`src/rtl/srtf_pkg.sv`:
```
// ----------------------------------------------------------------------------
// srtf_pkg
// Shared types and codes of the shortest-remaining-time-first tick scheduler.
// ----------------------------------------------------------------------------
package srtf_pkg;

    typedef enum logic [1:0] {
        OP_LOAD  = 2'd0,
        OP_TICK  = 2'd1,
        OP_CLEAR = 2'd2,
        OP_NOP   = 2'd3
    } t_op;

    typedef enum logic [1:0] {
        ST_OK       = 2'd0,
        ST_FULL     = 2'd1,
        ST_ALL_DONE = 2'd2
    } t_status;

    typedef enum logic [1:0] {
        S_IDLE,
        S_SCAN,
        S_UPDATE,
        S_FINISH
    } t_state;

    typedef struct packed {
        logic [1:0]  status;
        logic [4:0]  task_id;
        logic        idle;
        logic        finished;
        logic [15:0] completion_time;
        logic [15:0] turnaround;
        logic [15:0] waiting;
        logic        all_done;
    } t_rsp;

endpackage

```
`src/rtl/srtf_if.sv`:
```
// ----------------------------------------------------------------------------
// srtf_if
// Request and response channels of the scheduler (valid/ready handshake).
// ----------------------------------------------------------------------------
interface srtf_req_if;
    logic        valid;
    logic        ready;
    logic [1:0]  operation;
    logic [15:0] arrival;
    logic [15:0] burst;

    modport source (output valid, output operation, output arrival, output burst,
                    input ready);
    modport sink (input valid, input operation, input arrival, input burst,
                  output ready);
endinterface

interface srtf_rsp_if;
    logic        valid;
    logic        ready;
    logic [1:0]  status;
    logic [4:0]  task_id;
    logic        idle;
    logic        finished;
    logic [15:0] completion_time;
    logic [15:0] turnaround;
    logic [15:0] waiting;
    logic        all_done;

    modport source (output valid, output status, output task_id, output idle,
                    output finished, output completion_time, output turnaround,
                    output waiting, output all_done, input ready);
    modport sink (input valid, input status, input task_id, input idle,
                  input finished, input completion_time, input turnaround,
                  input waiting, input all_done, output ready);
endinterface

```
`src/rtl/srtf_ram.sv`:
```
// ----------------------------------------------------------------------------
// srtf_ram
// Generic single-write, single-read RAM with registered read data.
// ----------------------------------------------------------------------------
module srtf_ram #(
    parameter int WIDTH = 48,
    parameter int DEPTH = 16
) (
    input  logic                     i_clk,
    input  logic                     i_we,
    input  logic [$clog2(DEPTH)-1:0] i_waddr,
    input  logic [WIDTH-1:0]         i_wdata,
    input  logic [$clog2(DEPTH)-1:0] i_raddr,
    output logic [WIDTH-1:0]         o_rdata
);

    logic [WIDTH-1:0] r_mem [DEPTH];
    logic [WIDTH-1:0] r_rdata;

    always_ff @(posedge i_clk) begin
        if (i_we) begin
            r_mem[i_waddr] <= i_wdata;
        end
        r_rdata <= r_mem[i_raddr];
    end

    assign o_rdata = r_rdata;

endmodule

```
`src/rtl/srtf_alu.sv`:
```
// ----------------------------------------------------------------------------
// srtf_alu
// Shared subtract/compare unit: difference and borrow (a < b).
// ----------------------------------------------------------------------------
module srtf_alu #(
    parameter int WIDTH = 16
) (
    input  logic [WIDTH-1:0] i_a,
    input  logic [WIDTH-1:0] i_b,
    output logic [WIDTH-1:0] o_diff,
    output logic             o_borrow
);

    logic [WIDTH:0] w_full;

    assign w_full   = {1'b0, i_a} - {1'b0, i_b};
    assign o_diff   = w_full[WIDTH-1:0];
    assign o_borrow = w_full[WIDTH];

endmodule

```
`src/rtl/srtf_tick_scheduler_top.sv`:
```
// ----------------------------------------------------------------------------
// srtf_tick_scheduler_top
// Preemptive shortest-remaining-time-first scheduler over a task table.
// ----------------------------------------------------------------------------
// Usage:
//   i_req carries one request: operation (load, tick, clear, no-op) with the
//   arrival time and burst length of a task to load. o_rsp returns exactly one
//   response per request: status, task number, idle/finished flags, the
//   completion, turnaround and waiting times of a finishing task, all_done.
//   Load, clear, no-op and a tick with every task done answer directly:
//   the response register is loaded at the edge that accepts the request.
//   A working tick scans the table, one entry per cycle through the task RAM
//   read port, then updates the selected entry; a task that finishes also
//   passes through the finish state, which sends its response.
//   One request is in work at a time; i_req.ready is high only when the
//   sequencer is idle and the response register is empty or being taken.
//   A stalled receiver holds the response; the next request then waits.
//   Reset clears time, the task and done counts and the handshake state;
//   the task RAM itself is not cleared, since only loaded entries are read.
// ----------------------------------------------------------------------------
module srtf_tick_scheduler_top
    import srtf_pkg::*;
#(
    parameter int MAX_TASKS = 16,
    parameter int TIME_BITS = 16
) (
    input  logic        i_clk,
    input  logic        i_rst_n,
    srtf_req_if.sink    i_req,
    srtf_rsp_if.source  o_rsp
);

    localparam int IW = $clog2(MAX_TASKS);
    localparam int CW = $clog2(MAX_TASKS + 1);
    localparam int TB = TIME_BITS;
    localparam int RW = 3 * TB;

    // Sequencer and counters
    t_state          r_state, n_state;
    logic [CW-1:0]   r_task_count, n_task_count;
    logic [CW-1:0]   r_done_count, n_done_count;
    logic [TB-1:0]   r_now, n_now;

    // Scan pipeline: read issue, then compare on registered read data
    logic [IW-1:0]   r_rd_idx, n_rd_idx;
    logic            r_issuing, n_issuing;
    logic            r_cmp_vld, n_cmp_vld;
    logic            r_cmp_last, n_cmp_last;
    logic [IW-1:0]   r_cmp_idx, n_cmp_idx;

    // Best candidate so far
    logic            r_found, n_found;
    logic [IW-1:0]   r_best_idx, n_best_idx;
    logic [TB-1:0]   r_best_arr, n_best_arr;
    logic [TB-1:0]   r_best_bur, n_best_bur;
    logic [TB-1:0]   r_best_rem, n_best_rem;

    // Finishing-task results
    logic [TB-1:0]   r_ct, n_ct;
    logic [TB-1:0]   r_tat, n_tat;

    // Response register
    logic            r_out_vld, n_out_vld;
    t_rsp            r_rsp, n_rsp;

    // RAM
    logic            w_we;
    logic [IW-1:0]   w_waddr;
    logic [RW-1:0]   w_wdata;
    logic [RW-1:0]   w_rdata;
    logic [TB-1:0]   w_rd_arr, w_rd_bur, w_rd_rem;

    // Shared unit
    logic [TB-1:0]   w_alu_a, w_alu_b, w_alu_diff;
    logic            w_alu_borrow;

    logic            w_req_fire;
    logic            w_all_done_now;
    logic [IW-1:0]   w_last;
    logic [TB-1:0]   w_in_arr, w_in_bur;
    logic [TB-1:0]   w_now_inc;
    logic            w_cand;
    logic [31:0]     w_tid_load, w_tid_run;
    logic [31:0]     w_ct32, w_tat32, w_wt32;
    logic [TB-1:0]   w_wt;
    logic [CW-1:0]   w_cnt_plus, w_done_plus;

    srtf_ram #(
        .WIDTH (RW),
        .DEPTH (MAX_TASKS)
    ) u_ram (
        .i_clk   (i_clk),
        .i_we    (w_we),
        .i_waddr (w_waddr),
        .i_wdata (w_wdata),
        .i_raddr (r_rd_idx),
        .o_rdata (w_rdata)
    );

    srtf_alu #(
        .WIDTH (TB)
    ) u_alu (
        .i_a      (w_alu_a),
        .i_b      (w_alu_b),
        .o_diff   (w_alu_diff),
        .o_borrow (w_alu_borrow)
    );

    assign i_req.ready    = (r_state == S_IDLE) && (!r_out_vld || o_rsp.ready);
    assign w_req_fire     = i_req.valid && i_req.ready;
    assign w_all_done_now = (r_done_count >= r_task_count);
    assign w_last         = IW'(r_task_count - CW'(1));
    assign w_in_arr       = TB'(i_req.arrival);
    assign w_in_bur       = TB'(i_req.burst);
    assign w_now_inc      = (r_now == {TB{1'b1}}) ? r_now : r_now + TB'(1);
    assign w_cnt_plus     = r_task_count + CW'(1);
    assign w_done_plus    = r_done_count + CW'(1);

    assign w_rd_arr = w_rdata[RW-1:2*TB];
    assign w_rd_bur = w_rdata[2*TB-1:TB];
    assign w_rd_rem = w_rdata[TB-1:0];

    // Route the shared unit: remaining compare while scanning, turnaround in
    // update, waiting in finish.
    always_comb begin
        case (r_state)
            S_SCAN: begin
                w_alu_a = w_rd_rem;
                w_alu_b = r_best_rem;
            end
            S_UPDATE: begin
                w_alu_a = w_now_inc;
                w_alu_b = r_best_arr;
            end
            S_FINISH: begin
                w_alu_a = r_tat;
                w_alu_b = r_best_bur;
            end
            default: begin
                w_alu_a = r_now;
                w_alu_b = r_now;
            end
        endcase
    end

    // Entry qualifies: arrived, has work, and beats the best so far (strictly,
    // so the lowest number keeps a tie).
    assign w_cand = (w_rd_arr <= r_now) && (w_rd_rem != '0) &&
                    (!r_found || w_alu_borrow);

    assign w_tid_load = 32'(r_task_count) + 32'd1;
    assign w_tid_run  = 32'(r_best_idx) + 32'd1;
    assign w_wt       = w_alu_borrow ? '0 : w_alu_diff;
    assign w_ct32     = 32'(r_ct);
    assign w_tat32    = 32'(r_tat);
    assign w_wt32     = 32'(w_wt);

    // Next state
    always_comb begin
        n_state = r_state;
        case (r_state)
            S_IDLE: begin
                if (w_req_fire && (t_op'(i_req.operation) == OP_TICK) &&
                    !w_all_done_now) begin
                    n_state = S_SCAN;
                end
            end
            S_SCAN: begin
                if (r_cmp_vld && r_cmp_last) begin
                    n_state = S_UPDATE;
                end
            end
            S_UPDATE: begin
                if (r_found && (r_best_rem == TB'(1))) begin
                    n_state = S_FINISH;
                end else begin
                    n_state = S_IDLE;
                end
            end
            S_FINISH: begin
                n_state = S_IDLE;
            end
            default: begin
                n_state = S_IDLE;
            end
        endcase
    end

    // Datapath and outputs
    always_comb begin
        n_task_count = r_task_count;
        n_done_count = r_done_count;
        n_now        = r_now;
        n_rd_idx     = r_rd_idx;
        n_issuing    = r_issuing;
        n_cmp_vld    = 1'b0;
        n_cmp_last   = 1'b0;
        n_cmp_idx    = r_rd_idx;
        n_found      = r_found;
        n_best_idx   = r_best_idx;
        n_best_arr   = r_best_arr;
        n_best_bur   = r_best_bur;
        n_best_rem   = r_best_rem;
        n_ct         = r_ct;
        n_tat        = r_tat;
        n_out_vld    = r_out_vld && !o_rsp.ready;
        n_rsp        = r_rsp;
        w_we         = 1'b0;
        w_waddr      = r_task_count[IW-1:0];
        w_wdata      = {w_in_arr, w_in_bur, w_in_bur};

        case (r_state)
            S_IDLE: begin
                if (w_req_fire) begin
                    n_rsp = '0;
                    case (t_op'(i_req.operation))
                        OP_LOAD: begin
                            if (r_task_count >= CW'(MAX_TASKS)) begin
                                n_rsp.status = ST_FULL;
                            end else begin
                                w_we         = 1'b1;
                                n_task_count = w_cnt_plus;
                                if (w_in_bur == '0) begin
                                    n_done_count = w_done_plus;
                                end
                                n_rsp.task_id = w_tid_load[4:0];
                            end
                        end
                        OP_TICK: begin
                            if (w_all_done_now) begin
                                n_rsp.status = ST_ALL_DONE;
                                n_rsp.idle   = 1'b1;
                            end else begin
                                n_rd_idx  = '0;
                                n_issuing = 1'b1;
                                n_found   = 1'b0;
                            end
                        end
                        OP_CLEAR: begin
                            n_task_count = '0;
                            n_done_count = '0;
                            n_now        = '0;
                        end
                        default: begin
                        end
                    endcase
                    n_rsp.all_done = (n_done_count >= n_task_count);
                    // A working tick answers later.
                    n_out_vld = !((t_op'(i_req.operation) == OP_TICK) && !w_all_done_now);
                end
            end
            S_SCAN: begin
                if (r_issuing) begin
                    n_cmp_vld  = 1'b1;
                    n_cmp_idx  = r_rd_idx;
                    n_cmp_last = (r_rd_idx == w_last);
                    if (r_rd_idx == w_last) begin
                        n_issuing = 1'b0;
                    end else begin
                        n_rd_idx = r_rd_idx + IW'(1);
                    end
                end
                if (r_cmp_vld && w_cand) begin
                    n_found    = 1'b1;
                    n_best_idx = r_cmp_idx;
                    n_best_arr = w_rd_arr;
                    n_best_bur = w_rd_bur;
                    n_best_rem = w_rd_rem;
                end
            end
            S_UPDATE: begin
                n_now = w_now_inc;
                n_rsp = '0;
                if (!r_found) begin
                    n_rsp.idle     = 1'b1;
                    n_rsp.all_done = w_all_done_now;
                    n_out_vld      = 1'b1;
                end else begin
                    // Run the chosen task one unit.
                    w_we    = 1'b1;
                    w_waddr = r_best_idx;
                    w_wdata = {r_best_arr, r_best_bur, r_best_rem - TB'(1)};
                    n_ct    = w_now_inc;
                    n_tat   = w_alu_diff;
                    n_rsp.task_id = w_tid_run[4:0];
                    if (r_best_rem == TB'(1)) begin
                        n_done_count = w_done_plus;
                    end else begin
                        n_rsp.all_done = w_all_done_now;
                        n_out_vld      = 1'b1;
                    end
                end
            end
            S_FINISH: begin
                n_rsp.finished        = 1'b1;
                n_rsp.completion_time = w_ct32[15:0];
                n_rsp.turnaround      = w_tat32[15:0];
                n_rsp.waiting         = w_wt32[15:0];
                n_rsp.all_done        = w_all_done_now;
                n_out_vld             = 1'b1;
            end
            default: begin
            end
        endcase
    end

    always_ff @(posedge i_clk) begin
        if (!i_rst_n) begin
            r_state      <= S_IDLE;
            r_task_count <= '0;
            r_done_count <= '0;
            r_now        <= '0;
            r_issuing    <= 1'b0;
            r_cmp_vld    <= 1'b0;
            r_found      <= 1'b0;
            r_out_vld    <= 1'b0;
        end else begin
            r_state      <= n_state;
            r_task_count <= n_task_count;
            r_done_count <= n_done_count;
            r_now        <= n_now;
            r_issuing    <= n_issuing;
            r_cmp_vld    <= n_cmp_vld;
            r_found      <= n_found;
            r_out_vld    <= n_out_vld;
        end
    end

    always_ff @(posedge i_clk) begin
        r_rd_idx   <= n_rd_idx;
        r_cmp_last <= n_cmp_last;
        r_cmp_idx  <= n_cmp_idx;
        r_best_idx <= n_best_idx;
        r_best_arr <= n_best_arr;
        r_best_bur <= n_best_bur;
        r_best_rem <= n_best_rem;
        r_ct       <= n_ct;
        r_tat      <= n_tat;
        r_rsp      <= n_rsp;
    end

    assign o_rsp.valid           = r_out_vld;
    assign o_rsp.status          = r_rsp.status;
    assign o_rsp.task_id         = r_rsp.task_id;
    assign o_rsp.idle            = r_rsp.idle;
    assign o_rsp.finished        = r_rsp.finished;
    assign o_rsp.completion_time = r_rsp.completion_time;
    assign o_rsp.turnaround      = r_rsp.turnaround;
    assign o_rsp.waiting         = r_rsp.waiting;
    assign o_rsp.all_done        = r_rsp.all_done;

endmodule

```
`src/flat_wrapper.sv`:
```
// flat-port wrapper written by rule: the top's interface ports become plain ports
module srtf_tick_scheduler_top_flat import srtf_pkg::*;
#(
    parameter int MAX_TASKS = 16,
    parameter int TIME_BITS = 16
)
  (i_clk, i_rst_n, i_req_valid, i_req_operation, i_req_arrival, i_req_burst, i_req_ready, o_rsp_valid, o_rsp_status, o_rsp_task_id, o_rsp_idle, o_rsp_finished, o_rsp_completion_time, o_rsp_turnaround, o_rsp_waiting, o_rsp_all_done, o_rsp_ready);
  srtf_req_if i_req_i ();
  srtf_rsp_if o_rsp_i ();
  input  logic i_clk;
  input  logic i_rst_n;
  input wire logic [$bits(i_req_i.valid)-1:0] i_req_valid;
  input wire logic [$bits(i_req_i.operation)-1:0] i_req_operation;
  input wire logic [$bits(i_req_i.arrival)-1:0] i_req_arrival;
  input wire logic [$bits(i_req_i.burst)-1:0] i_req_burst;
  output wire logic [$bits(i_req_i.ready)-1:0] i_req_ready;
  output wire logic [$bits(o_rsp_i.valid)-1:0] o_rsp_valid;
  output wire logic [$bits(o_rsp_i.status)-1:0] o_rsp_status;
  output wire logic [$bits(o_rsp_i.task_id)-1:0] o_rsp_task_id;
  output wire logic [$bits(o_rsp_i.idle)-1:0] o_rsp_idle;
  output wire logic [$bits(o_rsp_i.finished)-1:0] o_rsp_finished;
  output wire logic [$bits(o_rsp_i.completion_time)-1:0] o_rsp_completion_time;
  output wire logic [$bits(o_rsp_i.turnaround)-1:0] o_rsp_turnaround;
  output wire logic [$bits(o_rsp_i.waiting)-1:0] o_rsp_waiting;
  output wire logic [$bits(o_rsp_i.all_done)-1:0] o_rsp_all_done;
  input wire logic [$bits(o_rsp_i.ready)-1:0] o_rsp_ready;
  assign i_req_i.valid = i_req_valid;
  assign i_req_i.operation = i_req_operation;
  assign i_req_i.arrival = i_req_arrival;
  assign i_req_i.burst = i_req_burst;
  assign i_req_ready = i_req_i.ready;
  assign o_rsp_valid = o_rsp_i.valid;
  assign o_rsp_status = o_rsp_i.status;
  assign o_rsp_task_id = o_rsp_i.task_id;
  assign o_rsp_idle = o_rsp_i.idle;
  assign o_rsp_finished = o_rsp_i.finished;
  assign o_rsp_completion_time = o_rsp_i.completion_time;
  assign o_rsp_turnaround = o_rsp_i.turnaround;
  assign o_rsp_waiting = o_rsp_i.waiting;
  assign o_rsp_all_done = o_rsp_i.all_done;
  assign o_rsp_i.ready = o_rsp_ready;
  srtf_tick_scheduler_top #(.MAX_TASKS(MAX_TASKS), .TIME_BITS(TIME_BITS)) u_core (.i_clk(i_clk), .i_rst_n(i_rst_n), .i_req(i_req_i), .o_rsp(o_rsp_i));
endmodule
```
`config.mk`:
```
export PLATFORM = sky130hd
export DESIGN_NAME = srtf_tick_scheduler_top_flat
export DESIGN_NICKNAME = d
export VERILOG_FILES = /design/src/rtl/srtf_pkg.sv /design/src/rtl/srtf_if.sv /design/src/rtl/srtf_ram.sv /design/src/rtl/srtf_alu.sv /design/src/rtl/srtf_tick_scheduler_top.sv /design/src/flat_wrapper.sv
export SDC_FILE = /design/constraint.sdc
export NUM_CORES = 1
export LEC_CHECK = 0
export BUFFER_PORTS_ARGS = -buffer_cell sky130_fd_sc_hd__buf_2
export CAP_MARGIN = 5
export CORE_MARGIN = 2
export CORE_UTILIZATION = 35
export CTS_BUF_LIST = sky130_fd_sc_hd__clkbuf_4 sky130_fd_sc_hd__clkbuf_8
export CTS_CLUSTER_DIAMETER = 200
export DETAILED_ROUTE_END_ITERATION = 10
export GPL_TIMING_DRIVEN = 0
export PLACE_DENSITY = 0.55
export SYNTH_ARGS = -nofsm -noshare
export SYNTH_HDL_FRONTEND = slang
export SYNTH_SLANG_ARGS = --single-unit
```
`constraint.sdc`:
```
create_clock -name i_clk -period 14.1 [get_ports i_clk]
set_input_delay 1.41 -clock i_clk [delete_from_list [all_inputs] [get_ports i_clk]]
set_output_delay 1.41 -clock i_clk [all_outputs]
set_load 0.02 [all_outputs]
```
==> Word-level counts from Yosys, hierarchy flattened <==
Memory sizes are Yosys's and may differ from the RTL's. A register that Yosys moved wholly into a read port is not among the register bits.
Cells that the tools add are included.
{ "classes": {"addsub": 9, "magnitude_cmp": 4, "n_eq_ne": 19, "mux": 71, "n_reduce_logical": 38} }
{ "op_table": {"columns": ["cell", "count"], "rows": [
  ["$pmux 50 s3", 1],
  ["$mux 48", 2],
  ["$pmux 16 s3", 2],
  ["$mux 5", 13],
  ["$mux 16", 4],
  ["$mux 58", 1],
  ["$pmux 16 s2", 1],
  ["$pmux 5 s2", 3],
  ["$mux 4", 7],
  ["$mux 1", 25],
  ["$sub 16x16->17", 1],
  ["$add 16x1->16 const B", 1],
  ["$eq 16x1->1 const B", 1],
  ["$eq 16x16->1 const B", 1],
  ["$le 16x16->1", 1],
  ["$logic_not 16->1", 1],
  ["$pmux 8 s2", 1],
  ["$reduce_and 2->1", 8],
  ["$reduce_bool 16->1", 1],
  ["$sub 16x1->16 const B", 1],
  ["$add 5x1->5 const B", 3],
  ["$ne 2x1->1 const B", 6],
  ["$logic_and 1x1->1", 11],
  ["$ge 5x5->1", 2],
  ["other kinds (23)", 43]
]} }
{ "word_totals": {"regBits": 183, "ramBits": 768, "output_inout_bits": 60, "wordCells": 167, "memories": 1} }
{ "memory_table": {"columns": ["memory", "depth", "width", "rd", "rd_clocked_by_memory_dff", "write_ports", "line_no", "rtl"], "rows": [
  ["u_core.u_ram.r_mem", 16, 48, 1, 1, 1, "srtf_ram.sv:17", "logic [WIDTH-1:0] r_mem [DEPTH];"]
]} }

==> Longest topological paths before layout <==
{ "logic_depth": {"depth_word": 9, "mapped_depth": 16, "depth_no_buf": 15} }

==> By module <==
From an unflattened synthesis, not the netlist that was laid out.
{ "unflattened": {"hier_cells": 2242, "area_unflattened_um2": 40179.8} }
{ "by_module_without_submodules": {"columns": ["mod", "instances", "cells_per_inst", "area_per_inst_um2"], "rows": [
  ["srtf_ram", 1, 1242, 29691.0],
  ["srtf_tick_scheduler_top", 1, 868, 9571.7],
  ["srtf_alu", 1, 132, 917.1]
]} }

==> Worst setup path after synthesis <==
OpenSTA, ideal clock, no wires.
{ "synth_timing": {"path_kind": "reg2reg", "start": "register u_core.r_now[1]", "end": "register u_core.r_best_arr[0] (enable)", "setup_time_ns": 0.479, "arrival_time_ns": 5.545, "t_required_ns": 13.621, "slack_ns": 8.076, "stages_incl_launch_ff": 12, "period_less_slack_ns": 6.024, "cell_sequence": "dfxtp_1 ha_1 and3_1 nand3_1 nor3_1 mux2_2 mux4_2 ha_1 and4_1 a221oi_1 nand2_1 a21oi_1"} }
{ "synth_between": {"elab_chain_len": 8, "elab_cells_between_ends": 12, "classes_between": "add/sub: 2; order compare: 1; eq/ne: 1; mux: 3; reduce/logical: 5"} }
{ "synth_rtl": {"columns": ["item", "line_no", "rtl"], "rows": [
  ["start, declared", "srtf_tick_scheduler_top.sv:42", "logic [TB-1:0] r_now, n_now;"],
  ["start signal, assigned", "srtf_tick_scheduler_top.sv:321", "r_now <= n_now;"],
  ["$add 16x1->16 / $eq 16x16->1 (equally long branches)", "srtf_tick_scheduler_top.sv:115", "assign w_now_inc = (r_now == {TB{1'b1}}) ? r_now : r_now + TB'(1);"],
  ["$mux 16 *", "srtf_tick_scheduler_top.sv:115", null],
  ["net u_core.w_now_inc[12]", "srtf_tick_scheduler_top.sv:81", "logic [TB-1:0] w_now_inc;"],
  ["$pmux 16 s3 *", "srtf_tick_scheduler_top.sv:126", "case (r_state)"],
  ["$sub 16x16->17 *", "srtf_alu.sv:16", "assign w_full = {1'b0, i_a} - {1'b0, i_b};"],
  ["$logic_or 1x1->1 *", "srtf_tick_scheduler_top.sv:149", "(!r_found || w_alu_borrow);"],
  ["$logic_and 1x1->1 *", "srtf_tick_scheduler_top.sv:148", "assign w_cand = (w_rd_arr <= r_now) && (w_rd_rem != '0) &&"],
  ["$logic_and 1x1->1 *", "srtf_tick_scheduler_top.sv:263", "if (r_cmp_vld && w_cand) begin"],
  ["$reduce_and 2->1 (no source line) *", null, null],
  ["end signal, assigned", "srtf_tick_scheduler_top.sv:334", "r_best_arr <= n_best_arr;"],
  ["end, declared", "srtf_tick_scheduler_top.sv:54", "logic [TB-1:0] r_best_arr, n_best_arr;"]
]} }
Mark *: on every way through the listed nets, which the timed path passes. The rest lies on a longest branch.
A chain may end at the register's enable or synchronous reset.

==> Worst setup path in the final report <==
{ "layout_timing": {"start": "register u_core.r_state[0]", "end": "register u_core.r_best_bur[4] (enable)"} }
{ "layout_between": {"elab_chain_len": 7, "elab_cells_between_ends": 10, "classes_between": "add/sub: 1; eq/ne: 3; mux: 2; reduce/logical: 4"} }
{ "layout_rtl": {"columns": ["item", "line_no", "rtl"], "rows": [
  ["start, declared", "srtf_tick_scheduler_top.sv:39", "t_state r_state, n_state;"],
  ["start signal, assigned", "srtf_tick_scheduler_top.sv:318", "r_state <= n_state;"],
  ["$eq 2x2->1 / $eq 2x1->1 (equally long branches)", "srtf_tick_scheduler_top.sv:126, srtf_tick_scheduler_top.sv:212", null],
  ["$pmux 16 s3", "srtf_tick_scheduler_top.sv:126", null],
  ["$sub 16x16->17", "srtf_alu.sv:16", null],
  ["$logic_or 1x1->1", "srtf_tick_scheduler_top.sv:149", null],
  ["$logic_and 1x1->1", "srtf_tick_scheduler_top.sv:148", null],
  ["$logic_and 1x1->1", "srtf_tick_scheduler_top.sv:263", null],
  ["$reduce_and 2->1 (no source line) *", null, null],
  ["end signal, assigned", "srtf_tick_scheduler_top.sv:335", "r_best_bur <= n_best_bur;"],
  ["end, declared", "srtf_tick_scheduler_top.sv:55", "logic [TB-1:0] r_best_bur, n_best_bur;"]
]} }
Every way passes the cells marked *; elsewhere a longest branch is shown, timed or not.

==> out/summary.txt <==
Status: finished, final reports clean
Setup_tns: 0 ps
DRC viols: 0
Max FO, Critical Path: 21
Clock skew: 48.4 ps
MaxCap Viol Count: 0
CTS Root Cell: clkbuf_8
CTS Buffer Depth: 3
Synth Instances: 2,158
P_int: 4.90 mW
Via-per-instance ratio: 5.41
Pin count of the biggest net entering global routing: 42
Antenna violation net count after detailed routing: 0
Met2 Use GR: 30.4%
Crit share post-route: 40.1%
Worst min-delay path class: flop to flop
Final instance area: 0.0474 mm2
Slowest CP cell: clkbuf_1
Final Worst Setup Slack: 8440 ps
Synth Net Count: 2,248
Lkg Pwr: 15.6 nW
Comb power frac: 4.3%
Initial core utilization: 35.2%
1st-pass router iterations: 7
Port Buf Inserts: 96
Post-CTS Setup Inserts: 0
Clk pwr share: 43.6%
Num rows: 124
Avg WL per Cell: 27.8 um
Gr busiest metal: met2
WS Path Type: flop to flop
Crit-path max cell delay: 670 ps
Switching component of the power: 1.40 mW
Post-Route WL: 115 mm
Grt met3 use: 5.13%
Worst path cell trace: buf_1 > clkbuf_1 > buf_1 > mux4_2 > inv_1 > ha_1 > clkbuf_1 > a21oi_1 > o21ai_0 > a221oi_1 > nand2_1 > a21oi_4 > buf_16 > buf_12
RSZ-0062 raised after global routing: false
Number of hold buffers added after cts: 0
PostCTS Resize Cnt: 0
Via count: 22,400
Critical Path RT: 14,620 ps
Max Freq: 177 MHz
Final cell count without fillers: 4,135
Area Growth Syn to Fin: 17.8%
TritonCTS sink count: 999
Hold Violations, Final: 0
Violation count after the first detailed-route iteration: 2,636
Yosys warning count: 0
Post-DP HPWL: 77.6 mm
Worst setup SP type: flop
Final nets: 2,566
First-pass GRT wire length: 162 mm
Most common cell after layout, fill and taps aside: edfxtp_1
Met1 track demand over resource: 26.7%
EDFF count, synth: 914
Slew Limit Headroom: 14.3%
# setup viols final: 0
Die height: 343 um
I/O pin total: 98
Pwr Density: 133 mW/mm2
VDD IR max: 0.0000826 V
Ys async rst share: 0%
CTS Buf Count: 170
Tightest Pin Transition: 1290 ps
Die area: 0.118 mm2
Sw frac: 22.2%
Pre-CTS setup slack: 8520 ps
Synth Flop Type: edfxtp_1
Initial antenna violation count: 9
Max Slew Vio Count: 0
Overall Global Routing Usage: 19.6%
Cell variety after synth: 67
Number of synthesized register bits: 999
GP Congestion: 0.898
Sequential Power Share: 52.1%
CTS tree: done
Post-synthesis sequential area ratio: 72.5%
Die X: 343 um
Most frequent cells in the layout: 914 x edfxtp_1, 259 x mux4_2, 191 x clkbuf_8
Syn_area_per_cell: 18.6 um2
Register clock-pin slew on the reported worst setup and hold paths: 60 ps
Worst EP arrival: 6170 ps
Crit end category: flop
Vias in the first global route: 22,600
Tmin final: 5660 ps
Post-layout util: 41.5%
Layout cell share with drive strength beyond 1: 28.5%
Area after DPL: 0.0437 mm2
Core area: 0.114 mm2
Remaining global-route overflow: 0
Skew-Pair Late Insertion Delay: 850 ps
Dpl cells: 3,816
H-tree levels: 4
Synthesized area: 0.0402 mm2
==> Yosys cell counts, drive strengths merged, types with 4 or more instances <==
cell type	number	area, um2
a211oi	9	67.6
a21o	8	67.6
a21oi	54	274
a31oi	20	125
and2	14	87.6
and3	44	275
buf	32	151
clkbuf	82	308
dfxtp	85	1700
edfxtp	914	27400
ha	51	638
inv	52	195
mux2	5	56.3
mux2i	17	170
mux4	259	5830
nand2	149	559
nand2b	10	62.6
nand3	32	160
nand4	18	113
nor2	76	285
nor2b	5	31.3
nor3	16	91.3
nor3b	4	30.0
nor4	14	87.6
o211ai	4	30.0
o21a	9	67.6
o21ai	61	305
o22ai	7	43.8
o31a	5	43.8
o31ai	8	70.1
or3	5	36.3
xnor2	39	342
xor2	13	114
==> logic make-up (layout without fill, tap and decap cells) <==
kind of cell | count (synthesis) | after routing | share of synthesized area [%]
mux | 281 | 281 | 15.1
simple gates | 397 | 397 | 4.75
flops | 999 | 999 | 72.5
xor+xnor | 52 | 52 | 1.13
buf+inv | 167 | 629 | 1.64
compound gates | 210 | 210 | 3.26
other cells | 0 | 3 | 0
fa+ha+maj | 52 | 52 | 1.64
==> power by group through the flow <==
| stage | clock [mW] | combinational [mW] | sequential, mW |
|---|---|---|---|
| global placement | 0 | 0.254 | 3.35 |
| global route | 2.93 | 0.291 | 3.28 |
| detailed placement | 0 | 0.270 | 3.34 |
| floorplan | 0 | 0.153 | 3.35 |
| CTS | 2.80 | 0.271 | 3.28 |
| finish | 2.74 | 0.271 | 3.28 |
==> metrics by stage <==
step	power [mW]	hold WS, ps
finish	6.30	370
global placement	3.60	353
floorplan	3.50	346
global route	6.50	385
CTS	6.35	367
detailed placement	3.61	351
==> critical path, delay by kind of cell (launching register included) <==
family / cells / cell delay [ps]
buf+inv: 7 / 2490
mux: 1 / 410
simple gates: 1 / 370
fa+ha+maj: 1 / 240
compound gates: 4 / 1270
flops: 1 / 510
==> worst paths after layout <==
kind / slack, ps / from / depth (start not counted) / endpoint
setup / recovery: 8440 / u_core.r_state[0] / 14 / u_core.r_best_bur[4]
hold reg to reg: 370 / u_core.r_rd_idx[2] / 0 / u_core.r_cmp_idx[2]
hold / removal: 370 / u_core.r_rd_idx[2] / 0 / u_core.r_cmp_idx[2]
setup reg to reg: 8440 / u_core.r_state[0] / 14 / u_core.r_best_bur[4]
==> final cells by class <==
| cell class | instances | area, um2 |
|---|---|---|
| Multi-Input combinational cell | 992 | 10500 |
| Clock buffer | 251 | 3080 |
| Antenna cell | 3 | 7.51 |
| Buffer | 114 | 460 |
| Clock inverter | 65 | 557 |
| Tap cell | 1512 | 1890 |
| Sequential cell | 999 | 29100 |
| Timing Repair Buffer | 146 | 1490 |
| Fill cell | 10200 | 66800 |
| Inverter | 53 | 199 |
==> routing by layer <==
metal	routed length (um)	part of all wire, %
met1	48200	42
met4	3640	3.2
met3	10000	8.7
met5	27	0.023
met2	53300	46
==> flip-flops by register name, summed over array words and instances (netlist names), 2 cells and up <==
register                      flops
u_core.o_rsp.waiting             16
u_core.o_rsp.status               2
u_core.r_best_arr                16
u_core.r_cmp_idx                  4
u_core.r_state                    2
u_core.r_task_count               5
u_core.r_best_rem                16
u_core.o_rsp.task_id              5
u_core.u_ram.r_mem              768
u_core.o_rsp.completion_time     16
u_core.r_tat                     16
u_core.r_ct                      16
u_core.r_now                     16
u_core.r_best_idx                 4
u_core.r_rd_idx                   4
u_core.r_best_bur                16
u_core.o_rsp.turnaround          16
u_core.r_done_count               5
u_core.u_ram.o_rdata             48
No activity file was read; power rests on OpenSTA's default activity.
